### src/rtl/core/json_string_unescape_unit_assert.svh
// Assertion macros for the JSON string unescape unit.
`ifndef JSON_STRING_UNESCAPE_UNIT_ASSERT_SVH
`define JSON_STRING_UNESCAPE_UNIT_ASSERT_SVH

// Check that the consequent holds in the same cycle as the antecedent.
`define JSU_ASSERT_SAME(lbl, ante, cons, msg) \
    lbl: assert property (@(posedge i_clk) disable iff (!i_rst_n) \
        (ante) |-> (cons)) else $error(msg);

// Check that the consequent holds in the cycle after the antecedent.
`define JSU_ASSERT_NEXT(lbl, ante, cons, msg) \
    lbl: assert property (@(posedge i_clk) disable iff (!i_rst_n) \
        (ante) |=> (cons)) else $error(msg);

`endif

### src/rtl/core/jsu_pkg.sv
// Types, codes and helpers shared by the JSON string unescape unit.
`default_nettype none

package jsu_pkg;

    typedef enum logic [2:0] {
        MODE_AWAIT  = 3'd0,
        MODE_STRING = 3'd1,
        MODE_ESCAPE = 3'd2,
        MODE_HEX    = 3'd3,
        MODE_CLOSED = 3'd4,
        MODE_ERROR  = 3'd5
    } t_mode;

    typedef enum logic [2:0] {
        KIND_DATA       = 3'd0,
        KIND_CLOSED     = 3'd1,
        KIND_NO_OPEN    = 3'd2,
        KIND_UNFINISHED = 3'd3,
        KIND_BAD_ESC    = 3'd4,
        KIND_BAD_HEX    = 3'd5,
        KIND_SHORT_U    = 3'd6,
        KIND_UNTERM     = 3'd7
    } t_kind;

    localparam logic ACT_BYTE = 1'b0;
    localparam logic ACT_END  = 1'b1;

    localparam logic [7:0] CH_QUOTE  = 8'h22;
    localparam logic [7:0] CH_BSLASH = 8'h5c;
    localparam logic [7:0] CH_SLASH  = 8'h2f;
    localparam logic [7:0] CH_B      = 8'h62;
    localparam logic [7:0] CH_F      = 8'h66;
    localparam logic [7:0] CH_N      = 8'h6e;
    localparam logic [7:0] CH_R      = 8'h72;
    localparam logic [7:0] CH_T      = 8'h74;
    localparam logic [7:0] CH_U      = 8'h75;

    localparam logic [7:0] CTL_BS  = 8'h08;
    localparam logic [7:0] CTL_FF  = 8'h0c;
    localparam logic [7:0] CTL_LF  = 8'h0a;
    localparam logic [7:0] CTL_CR  = 8'h0d;
    localparam logic [7:0] CTL_TAB = 8'h09;

    localparam logic [1:0] HEX_LAST = 2'd3;

    typedef struct packed {
        logic       action;
        logic [7:0] text_byte;
    } t_in_item;

    typedef struct packed {
        t_kind      kind;
        logic [1:0] byte_count;
        logic [7:0] first_byte;
        logic [7:0] second_byte;
        logic [7:0] third_byte;
    } t_out_item;

    // Parser state; the code holds the first three hex digits of a \u escape.
    typedef struct packed {
        t_mode       mode;
        logic [1:0]  hex_cnt;
        logic [11:0] code;
    } t_state;

    typedef struct packed {
        logic      has_result;
        t_out_item item;
    } t_step;

    localparam t_state ST_RESET = '{mode: MODE_AWAIT, hex_cnt: 2'd0, code: 12'd0};

    typedef struct packed {
        logic       ok;
        logic [3:0] val;
    } t_hex;

    function automatic t_hex hex_value(input logic [7:0] c);
        t_hex h;
        h.ok  = 1'b1;
        h.val = 4'd0;
        if (c >= 8'h30 && c <= 8'h39) begin
            h.val = 4'(c - 8'h30);
        end else if (c >= 8'h61 && c <= 8'h66) begin
            h.val = 4'(c - 8'h57);
        end else if (c >= 8'h41 && c <= 8'h46) begin
            h.val = 4'(c - 8'h37);
        end else begin
            h.ok = 1'b0;
        end
        return h;
    endfunction

endpackage

`default_nettype wire

### src/rtl/core/jsu_step.sv
// Next-state and result logic for one item of the JSON string unescaper.
`default_nettype none

module jsu_step (
    input  jsu_pkg::t_in_item i_item,
    input  jsu_pkg::t_state   i_state,
    output jsu_pkg::t_state   o_state,
    output jsu_pkg::t_step    o_step
);
    import jsu_pkg::*;

    t_hex        hex;
    logic [15:0] cp;

    function automatic t_out_item utf8(input logic [15:0] c);
        t_out_item r;
        r = '{kind: KIND_DATA, byte_count: 2'd0,
              first_byte: 8'd0, second_byte: 8'd0, third_byte: 8'd0};
        if (c <= 16'h007f) begin
            r.byte_count = 2'd1;
            r.first_byte = {1'b0, c[6:0]};
        end else if (c <= 16'h07ff) begin
            r.byte_count  = 2'd2;
            r.first_byte  = {3'b110, c[10:6]};
            r.second_byte = {2'b10, c[5:0]};
        end else begin
            r.byte_count  = 2'd3;
            r.first_byte  = {4'b1110, c[15:12]};
            r.second_byte = {2'b10, c[11:6]};
            r.third_byte  = {2'b10, c[5:0]};
        end
        return r;
    endfunction

    assign hex = hex_value(i_item.text_byte);
    assign cp  = {i_state.code, hex.val};

    always_comb begin
        o_state           = i_state;
        o_step.has_result = 1'b0;
        o_step.item       = '{kind: KIND_DATA, byte_count: 2'd0,
                              first_byte: 8'd0, second_byte: 8'd0, third_byte: 8'd0};
        if (i_item.action == ACT_END) begin
            o_state = ST_RESET;
            case (i_state.mode)
                MODE_AWAIT: begin
                    o_step.has_result = 1'b1;
                    o_step.item.kind  = KIND_NO_OPEN;
                end
                MODE_STRING: begin
                    o_step.has_result = 1'b1;
                    o_step.item.kind  = KIND_UNTERM;
                end
                MODE_ESCAPE: begin
                    o_step.has_result = 1'b1;
                    o_step.item.kind  = KIND_UNFINISHED;
                end
                MODE_HEX: begin
                    o_step.has_result = 1'b1;
                    o_step.item.kind  = KIND_SHORT_U;
                end
                default: begin
                end
            endcase
        end else begin
            case (i_state.mode)
                MODE_AWAIT: begin
                    if (i_item.text_byte == CH_QUOTE) begin
                        o_state.mode = MODE_STRING;
                    end else begin
                        o_state           = '{mode: MODE_ERROR, hex_cnt: 2'd0, code: 12'd0};
                        o_step.has_result = 1'b1;
                        o_step.item.kind  = KIND_NO_OPEN;
                    end
                end
                MODE_STRING: begin
                    if (i_item.text_byte == CH_QUOTE) begin
                        o_state.mode      = MODE_CLOSED;
                        o_step.has_result = 1'b1;
                        o_step.item.kind  = KIND_CLOSED;
                    end else if (i_item.text_byte == CH_BSLASH) begin
                        o_state.mode = MODE_ESCAPE;
                    end else begin
                        o_step.has_result       = 1'b1;
                        o_step.item.byte_count  = 2'd1;
                        o_step.item.first_byte  = i_item.text_byte;
                    end
                end
                MODE_ESCAPE: begin
                    o_state.mode           = MODE_STRING;
                    o_step.has_result      = 1'b1;
                    o_step.item.byte_count = 2'd1;
                    case (i_item.text_byte)
                        CH_QUOTE:  o_step.item.first_byte = CH_QUOTE;
                        CH_BSLASH: o_step.item.first_byte = CH_BSLASH;
                        CH_SLASH:  o_step.item.first_byte = CH_SLASH;
                        CH_B:      o_step.item.first_byte = CTL_BS;
                        CH_F:      o_step.item.first_byte = CTL_FF;
                        CH_N:      o_step.item.first_byte = CTL_LF;
                        CH_R:      o_step.item.first_byte = CTL_CR;
                        CH_T:      o_step.item.first_byte = CTL_TAB;
                        CH_U: begin
                            o_state           = '{mode: MODE_HEX, hex_cnt: 2'd0, code: 12'd0};
                            o_step.has_result = 1'b0;
                            o_step.item.byte_count = 2'd0;
                        end
                        default: begin
                            o_state           = '{mode: MODE_ERROR, hex_cnt: 2'd0, code: 12'd0};
                            o_step.item.kind  = KIND_BAD_ESC;
                            o_step.item.byte_count = 2'd0;
                        end
                    endcase
                end
                MODE_HEX: begin
                    if (!hex.ok) begin
                        o_state           = '{mode: MODE_ERROR, hex_cnt: 2'd0, code: 12'd0};
                        o_step.has_result = 1'b1;
                        o_step.item.kind  = KIND_BAD_HEX;
                    end else if (i_state.hex_cnt == HEX_LAST) begin
                        o_state           = '{mode: MODE_STRING, hex_cnt: 2'd0, code: 12'd0};
                        o_step.has_result = 1'b1;
                        o_step.item       = utf8(cp);
                    end else begin
                        o_state.code    = {i_state.code[7:0], hex.val};
                        o_state.hex_cnt = i_state.hex_cnt + 2'd1;
                    end
                end
                default: begin
                end
            endcase
        end
    end

endmodule

`default_nettype wire

### src/rtl/core/json_string_unescape_unit.sv
// JSON string unescape unit: top level with state, output register and skid stage.
//
// Takes a JSON text one byte per item, ending with an end-of-text item, and
// unescapes the single string literal it must start with. Plain bytes come
// out as one-byte data results; the escapes \" \\ \/ \b \f \n \r \t give one
// byte each, and \uXXXX (hex in either case) gives one to three UTF-8 bytes in
// a single result. A closing quote gives a closed result; each error (no
// opening quote, unfinished escape, bad escape letter, bad hex digit, short
// \u escape, unterminated string) is reported once, and later bytes are
// dropped until end-of-text, which always returns the unit to its reset
// state. Many items give no result at all. Throughput is one item per clock:
// the parser state updates in the cycle the item is accepted, and the result
// goes into an output register backed by a one-entry skid register, so input
// is stalled only while that skid register is full. When the output is not
// stalled, a result reaches the output in the cycle after its item is accepted.
`default_nettype none

module json_string_unescape_unit (
    input  wire                logic i_clk,
    input  wire                logic i_rst_n,
    input  wire                logic i_in_valid,
    output                     logic o_in_stall,
    input  jsu_pkg::t_in_item        i_in_item,
    output                     logic o_out_valid,
    input  wire                logic i_out_stall,
    output jsu_pkg::t_out_item       o_out_item
);
    import jsu_pkg::*;

    `include "json_string_unescape_unit_assert.svh"

    t_state    r_state;
    t_state    n_state;
    t_step     step;
    logic      r_out_valid;
    logic      n_out_valid;
    t_out_item r_out_item;
    t_out_item n_out_item;
    logic      r_skid_valid;
    logic      n_skid_valid;
    t_out_item r_skid_item;
    t_out_item n_skid_item;
    logic      in_acc;
    logic      out_take;

    // Stall input only while the skid register holds a result.
    assign o_in_stall = r_skid_valid;
    assign in_acc     = i_in_valid && !r_skid_valid;
    assign out_take   = r_out_valid && !i_out_stall;

    jsu_step u_step (
        .i_item  (i_in_item),
        .i_state (r_state),
        .o_state (n_state),
        .o_step  (step)
    );

    // Route the new result: to the output register when it frees up,
    // otherwise park it in the skid register.
    always_comb begin
        n_out_valid  = r_out_valid;
        n_out_item   = r_out_item;
        n_skid_valid = r_skid_valid;
        n_skid_item  = r_skid_item;
        if (!r_out_valid || out_take) begin
            if (r_skid_valid) begin
                n_out_valid  = 1'b1;
                n_out_item   = r_skid_item;
                n_skid_valid = 1'b0;
            end else begin
                n_out_valid = in_acc && step.has_result;
                n_out_item  = step.item;
            end
        end else if (in_acc && step.has_result) begin
            n_skid_valid = 1'b1;
            n_skid_item  = step.item;
        end
    end

    always_ff @(posedge i_clk) begin
        if (!i_rst_n) begin
            r_state      <= ST_RESET;
            r_out_valid  <= 1'b0;
            r_skid_valid <= 1'b0;
        end else begin
            if (in_acc) begin
                r_state <= n_state;
            end
            r_out_valid  <= n_out_valid;
            r_skid_valid <= n_skid_valid;
        end
    end

    // Payload: no reset needed.
    always_ff @(posedge i_clk) begin
        r_out_item  <= n_out_item;
        r_skid_item <= n_skid_item;
    end

    assign o_out_valid = r_out_valid;
    assign o_out_item  = r_out_item;

    `JSU_ASSERT_SAME(a_skid_behind_out, r_skid_valid, r_out_valid, "skid full with output empty")
    `JSU_ASSERT_NEXT(a_end_resets, in_acc && i_in_item.action == ACT_END, r_state == ST_RESET, "end-of-text did not reset state")
    `JSU_ASSERT_SAME(a_hex_cnt_mode, r_state.hex_cnt != 2'd0, r_state.mode == MODE_HEX, "hex count outside hex mode")
    `JSU_ASSERT_SAME(a_count_kind, o_out_valid && o_out_item.kind != KIND_DATA, o_out_item.byte_count == 2'd0, "non-data result with bytes")

endmodule

`default_nettype wire

### config.mk
export PLATFORM = sky130hd
export DESIGN_NAME = json_string_unescape_unit
export DESIGN_NICKNAME = d
export VERILOG_FILES = /design/src/rtl/core/jsu_pkg.sv /design/src/rtl/core/jsu_step.sv /design/src/rtl/core/json_string_unescape_unit.sv
export VERILOG_INCLUDE_DIRS = /design/src /design/src/rtl/core
export SDC_FILE = /design/constraint.sdc
export NUM_CORES = 1
export LEC_CHECK = 0
export ABC_AREA = 1
export ABC_CLOCK_PERIOD_IN_PS = 3600
export BUFFER_PORTS_ARGS = -buffer_cell sky130_fd_sc_hd__buf_2
export CAP_MARGIN = 20
export CORE_ASPECT_RATIO = 2
export CORE_MARGIN = 1.5
export CORE_UTILIZATION = 59
export CTS_CLUSTER_SIZE = 25
export DETAILED_ROUTE_END_ITERATION = 7
export HOLD_SLACK_MARGIN = 0.12
export PLACE_DENSITY = 0.79
export SLEW_MARGIN = 20
export SYNTH_ARGS = -nofsm -noshare
export SYNTH_HDL_FRONTEND = slang
export SYNTH_HIERARCHICAL = 1
export SYNTH_SLANG_ARGS = --single-unit
### constraint.sdc
create_clock -name i_clk -period 3.6 [get_ports i_clk]
set_clock_uncertainty 0.15 [all_clocks]
set_input_delay 0 -clock i_clk [delete_from_list [all_inputs] [get_ports i_clk]]
set_output_delay 0 -clock i_clk [all_outputs]
set_load 0.02 [all_outputs]
==> results.sh, run 1 <==
export IMPL_hpwl_um=7770
export IMPL_critical_path_reg2reg_startpoint="r_state[15]"
export IMPL_grt_util_all_layers=0.301
export IMPL_worstPathArrival_ps=3500
export IMPL_rsz0062_at_grt="false"
export IMPL_fillers=583
export IMPL_finalInstanceArea_um2=4950
export IMPL_drv_cap=0
export IMPL_peakVddDrop_mv=0.304
export IMPL_worstPathBufferInverterCount=6
export IMPL_async_reset_ff_frac=0
export IMPL_slew_headroom=0.503
export IMPL_crit_fanout=13
export IMPL_layout_nets=598
export IMPL_antenna_found_initial=0
export IMPL_drt_initial_drc_count=310
export IMPL_period_minus_slack_ps=3370
export IMPL_io_buffers=43
export IMPL_holdBufCountCts=10
export IMPL_crit_path_max_incr_delay_ps=560
export IMPL_synth_area_per_cell_um2=8.20
export IMPL_die_area_um2=7950
export IMPL_area_growth_pct=13.6
export IMPL_num_vias=3870
export IMPL_cp_start_kind="input pin"
export IMPL_dr_pass1_iters=8
export IMPL_cts_resized=0
export IMPL_wire_per_inst_um=16.6
export IMPL_ys_types=35
export IMPL_min_from="i_in_item[2]"
export IMPL_max_freq_mhz=297
export IMPL_place_area_um2=4570
export IMPL_worst_pin_slew_ps=745
export IMPL_synth_edf_count=58
export IMPL_startpoint="i_in_item[1]"
export IMPL_cts_tree="built"
export IMPL_grt_pass1_vias=3762
export IMPL_final_cell_mix="nand2_1 (169), nor2_1 (61), edfxtp_1 (58)"
export IMPL_n_antenna_cell=0
export IMPL_yosys_warnings=6
export IMPL_slew_viol_final=0
export IMPL_powerDensity_nw_per_um2=438
export IMPL_crit_family="buffers and inverters"
export IMPL_drive_gt1_frac=0.197
export IMPL_finalWorstSetupSlack_ps=234
export IMPL_wl_um=11300
export IMPL_antenna_left=0
export IMPL_numCtsBuffers=9
export IMPL_viasPerCell=5.72
export IMPL_grt_pass1_wl_um=18200
export IMPL_gp_congestion=0.982
export IMPL_clk_pin_slew_ps=60
export IMPL_ys_seq_area_frac=0.487
export IMPL_core_um2=7210
export IMPL_hold_violations=0
export IMPL_critical_path_required_ps=3740
export IMPL_regArea_um2=2120
export IMPL_gr_total_overflow=0
export IMPL_start_util=0.605
export IMPL_outcome="complete, no violations"
export IMPL_final_common_cell="nand2_1"
export IMPL_num_rows=44
export IMPL_synthesis_area_um2=4360
export IMPL_synth_ff_type="edfxtp_1"
export IMPL_reg2reg_setup_slack_ps=520
export IMPL_die_width_um=63.8
export IMPL_syn_inst=532
export IMPL_cts_setup_buffers=0
export IMPL_worstSetupPathType="input pin to flop"
export IMPL_cts_root_buf="clkbuf_16"
export IMPL_dpl_worst_slack_ps=1260
export IMPL_path_cells="dlygate4sd3_1, buf_2, inv_1, ha_1, inv_1, nand3_1, nand3_2, nand2_4, nand2_2, nor2_4, nand2_1, a21oi_1, nand3b_1, nand2_1, dlygate4sd3_1, nor2_1, dlygate4sd3_1"
export IMPL_total_leakage_power_nw=2.28
export IMPL_h_tree_depth=3
export IMPL_cts_buffer_depth=2
export IMPL_end_kind="flop"
export IMPL_fin_crit_sh=0.935
export IMPL_finalSetupViolCount=0
export IMPL_cp_slowest_cell="dlygate4sd3_1"
export IMPL_io_pins=44
export IMPL_multiInputGateArea_um2=1890
export IMPL_min_path_type="input pin to flop"
export IMPL_cp_common_cell="dlygate4sd3_1"
export IMPL_clk_latency_ps=340
export IMPL_tns_ps=0
export IMPL_die_h_um=125
export IMPL_numClockSinks=77
export IMPL_grt_max_degree=47
export IMPL_drc_errors=0
export IMPL_ys_seq_elements=77
[sequential cells by signal (all words and copies together) (netlist names)]
signal       flops
o_in_stall       1
o_out_item      29
o_out_valid      1
r_skid_item     29
r_state         17
[metrics by stage]
step | hold slack (ps) | total power [W] | util | cells
6_report | 147 | 0.00217 | 0.687 | 677
3_5_place_dp | 121 | 0.00131 | 0.634 | 651
2_1_floorplan | -1.95 | 0.00124 | - | 533
3_3_place_gp | 112 | 0.00131 | 0.634 | 651
4_1_cts | 126 | 0.00218 | 0.687 | 677
5_1_grt | 147 | 0.00224 | 0.687 | 677
[layer usage]
layer / part of all wire / vias to the layer above / global-route usage / wire length (um)
met3: 0.053 / 57 / 0.0479 / 596
met4: 0.074 / 0 / 0.231 / 834
li1: - / 1825 / - / -
met1: 0.37 / 1805 / 0.338 / 4180
met2: 0.50 / 183 / 0.496 / 5640
met5: 0 / - / 0 / 0
[report_power, final]
| part | switching (W) | total, W | internal, W |
|---|---|---|---|
| Clock | 0.000384 | 0.000860 | 0.000476 |
| Combinational | 0.000205 | 0.000292 | 0.0000862 |
| Sequential | 0.0000240 | 0.00102 | 0.000992 |
[cell families (layout without fill, tap and decap cells)]
family / count (synthesis) / after routing / share of synthesized area
simple gates: 318 / 318 / 0.334
other cells: 1 / 2 / 0.000860
flops: 77 / 77 / 0.487
buf+inv: 74 / 126 / 0.0820
fa+ha+maj: 5 / 5 / 0.0143
compound gates: 57 / 57 / 0.0818
[cell type report]
type / instances / area share
clock buffer: 9 / 0.0455
timing repair buffer: 56 / 0.0682
clock inverter: 7 / 0.0116
sequential: 77 / 0.428
inverter: 54 / 0.0419
multi-input combinational: 382 / 0.381
tap: 92 / 0.0232
[synthesized netlist by cell type, types with 2 or more instances]
| cell | n | area, um^2 |
|---|---|---|
| nand2_1 | 169 | 634 |
| nor2_1 | 62 | 233 |
| edfxtp_1 | 58 | 1740 |
| inv_1 | 48 | 180 |
| nand3_1 | 21 | 105 |
| dfxtp_1 | 19 | 380 |
| a21oi_1 | 17 | 85.1 |
| nand3b_1 | 17 | 128 |
| nand2_2 | 15 | 93.8 |
| o21ai_0 | 15 | 75.1 |
| nand4_1 | 12 | 75.1 |
| a21oi_2 | 11 | 96.3 |
| buf_2 | 8 | 40.0 |
| nor2_2 | 8 | 50.1 |
| buf_6 | 5 | 56.3 |
| ha_1 | 5 | 62.6 |
| nand2_4 | 5 | 56.3 |
| inv_2 | 4 | 15.0 |
| nor3_1 | 4 | 20.0 |
| a22oi_1 | 3 | 22.5 |
| a31oi_1 | 3 | 18.8 |
| buf_4 | 3 | 22.5 |
| clkbuf_1 | 3 | 11.3 |
| nor2_4 | 3 | 33.8 |
| inv_4 | 2 | 12.5 |
| o21ai_2 | 2 | 17.5 |
| o22ai_1 | 2 | 12.5 |
[final timing paths]
| path | to | cells after the start |
|---|---|---|
| min reg2reg | r_state[15] | 2 |
| min | r_skid_item[18] | 3 |
| max | r_state[0] | 17 |
| max reg2reg | r_state[0] | 13 |
[worst min-delay path: stages]
cell     delay (ps)
buf_2           150
a22oi_1         180
a21oi_1         120
No activity file was read; power rests on OpenSTA's default activity.
==> run 2, diff against run 1 <==
Settings changed: CELL_PAD_IN_SITES_DETAIL_PLACEMENT set to 1, CELL_PAD_IN_SITES_GLOBAL_PLACEMENT set to 2, CORE_UTILIZATION 59 to 36, PLACE_DENSITY 0.79 to not set, PLACE_DENSITY_LB_ADDON set to 0.1.
==> run 2 against run 1 <==
Final area rose by 1.7%. Sequential power barely moved. Setup slack improved by 740 ps. Cell count rose by 7.8%. Register-to-register slack improved by 500 ps. Largest cell class unchanged. Largest power group unchanged.
==> results.sh, run 2 (synthesis gave the netlist of run 1 again) <==
export IMPL_die_width_um=80.8
export IMPL_outcome="complete, no violations"
export IMPL_path_cells="dlygate4sd3_1, buf_2, inv_1, nand2_1, nor2_2, nand2_2, inv_1, o21ai_0, nor3_1, a21oi_1, a21oi_1, nor2_1, dlygate4sd3_1"
export IMPL_crit_family="buffers and inverters"
export IMPL_total_power_w=0.00225
export IMPL_numCtsBuffers=9
export IMPL_crit_path_max_incr_delay_ps=540
export IMPL_min_path_type="input pin to flop"
export IMPL_cts_buffer_depth=2
export IMPL_fillers=1496
export IMPL_grt_pass1_vias=3822
export IMPL_rsz0062_at_grt="false"
export IMPL_gp_congestion=0.907
export IMPL_period_minus_slack_ps=2630
export IMPL_grt_max_degree=47
export IMPL_drt_initial_drc_count=114
export IMPL_start_util=0.371
export IMPL_hold_violations=0
export IMPL_die_h_um=159
export IMPL_wl_um=12900
export IMPL_final_cell_mix="nand2_1 (169), nor2_1 (61), edfxtp_1 (58)"
export IMPL_viasPerCell=5.05
export IMPL_worstSetupPathType="input pin to flop"
export IMPL_multiInputGateArea_um2=1890
export IMPL_cts_resized=0
export IMPL_slew_headroom=0.608
export IMPL_num_rows=56
export IMPL_clk_pin_slew_ps=70
export IMPL_h_tree_depth=3
export IMPL_end_kind="flop"
export IMPL_gr_total_overflow=0
export IMPL_antenna_left=0
export IMPL_core_um2=11800
export IMPL_clk_latency_ps=350
export IMPL_slew_viol_final=0
export IMPL_die_area_um2=12800
export IMPL_max_freq_mhz=381
export IMPL_powerDensity_nw_per_um2=447
export IMPL_hpwl_um=9450
export IMPL_area_growth_pct=15.5
export IMPL_crit_fanout=4
export IMPL_final_core_util=0.428
export IMPL_cp_slowest_cell="dlygate4sd3_1"
export IMPL_io_pins=44
export IMPL_io_buffers=43
export IMPL_drive_gt1_frac=0.200
export IMPL_critical_path_required_ps=3690
export IMPL_tns_ps=0
export IMPL_cts_root_buf="clkbuf_16"
export IMPL_peakVddDrop_mv=0.250
export IMPL_layout_nets=598
export IMPL_grt_pass1_wl_um=20600
export IMPL_finalSetupViolCount=0
export IMPL_wire_per_inst_um=17.6
export IMPL_num_vias=3688
export IMPL_cp_start_kind="input pin"
export IMPL_drc_errors=0
export IMPL_worstPathArrival_ps=2710
export IMPL_antenna_found_initial=0
export IMPL_grt_util_all_layers=0.219
export IMPL_regArea_um2=2120
export IMPL_numClockSinks=77
export IMPL_total_leakage_power_nw=2.29
export IMPL_cts_tree="built"
export IMPL_drv_cap=0
export IMPL_n_antenna_cell=0
export IMPL_worstPathBufferInverterCount=5
export IMPL_worst_pin_slew_ps=586
export IMPL_final_common_cell="nand2_1"
export IMPL_dr_pass1_iters=4
export IMPL_fin_crit_sh=0.730
## run 2: cell count changes in the layout (fill, tap and decap cells not counted), sizes merged
cell	change
buf	+2
dlygate4sd3	-2
bufinv	+1
clkinv	-1
## run 2: routing by layer
layer  track usage  vias up  part of all wire
met5             0        -                 0
met4        0.0854        0             0.025
met3        0.0327       15             0.025
met2         0.400       59              0.55
met1         0.248     1788              0.40
li1              -     1826                 -
## run 2: timing repair
item,CTS,global route
hold endpoints to repair,25,0
hold buffers,8,0
setup buffers,0,0
## run 2: per-stage QoR
step           hold WS, ps  cell area, um^2  instances  setup WS (ps)
6_report               140             5040        730            972
5_1_grt                164             5040        730            791
4_1_cts                126             5040        730            941
3_5_place_dp           129             4650        706           1060
3_3_place_gp           115             4650        706           1070
2_1_floorplan        -1.95             4370        533            529
## run 2: layout make-up
type	instances	area share
Clock inverter	7	0.0164
Multi-Input combinational cell	382	0.375
Sequential cell	77	0.421
Tap cell	145	0.0360
Inverter	54	0.0412
Clock buffer	9	0.0447
Timing Repair Buffer	56	0.0660
## run 2: worst reg2reg max path, delay by kind of cell (launching register included)
kind,cells,cell delay (ps)
buffers and inverters,2,690
AND/OR/NAND/NOR,3,570
flip-flops,1,510
AO/OA/AOI/OAI,3,550
## run 2: worst paths after layout
kind / from / endpoint / slack [ps] / depth (start not counted)
worst min register to register: r_state[15] / r_state[15] / 360 / 2
worst max-delay path: i_in_item[7] / o_in_stall / 970 / 13
worst max register to register: r_state[16] / o_in_stall / 1020 / 8
worst min-delay path: i_in_item[0] / r_skid_item[0] / 140 / 3
## run 2: where the power goes
| group | internal (W) | switching [W] | leakage [nW] | total [W] |
|---|---|---|---|---|
| Clock | 0.000548 | 0.000398 | 0.145 | 0.000946 |
| Sequential | 0.000992 | 0.0000242 | 0.799 | 0.00102 |
| Combinational | 0.0000854 | 0.000206 | 1.35 | 0.000292 |
| Total | 0.00163 | 0.000629 | 2.29 | 0.00225 |
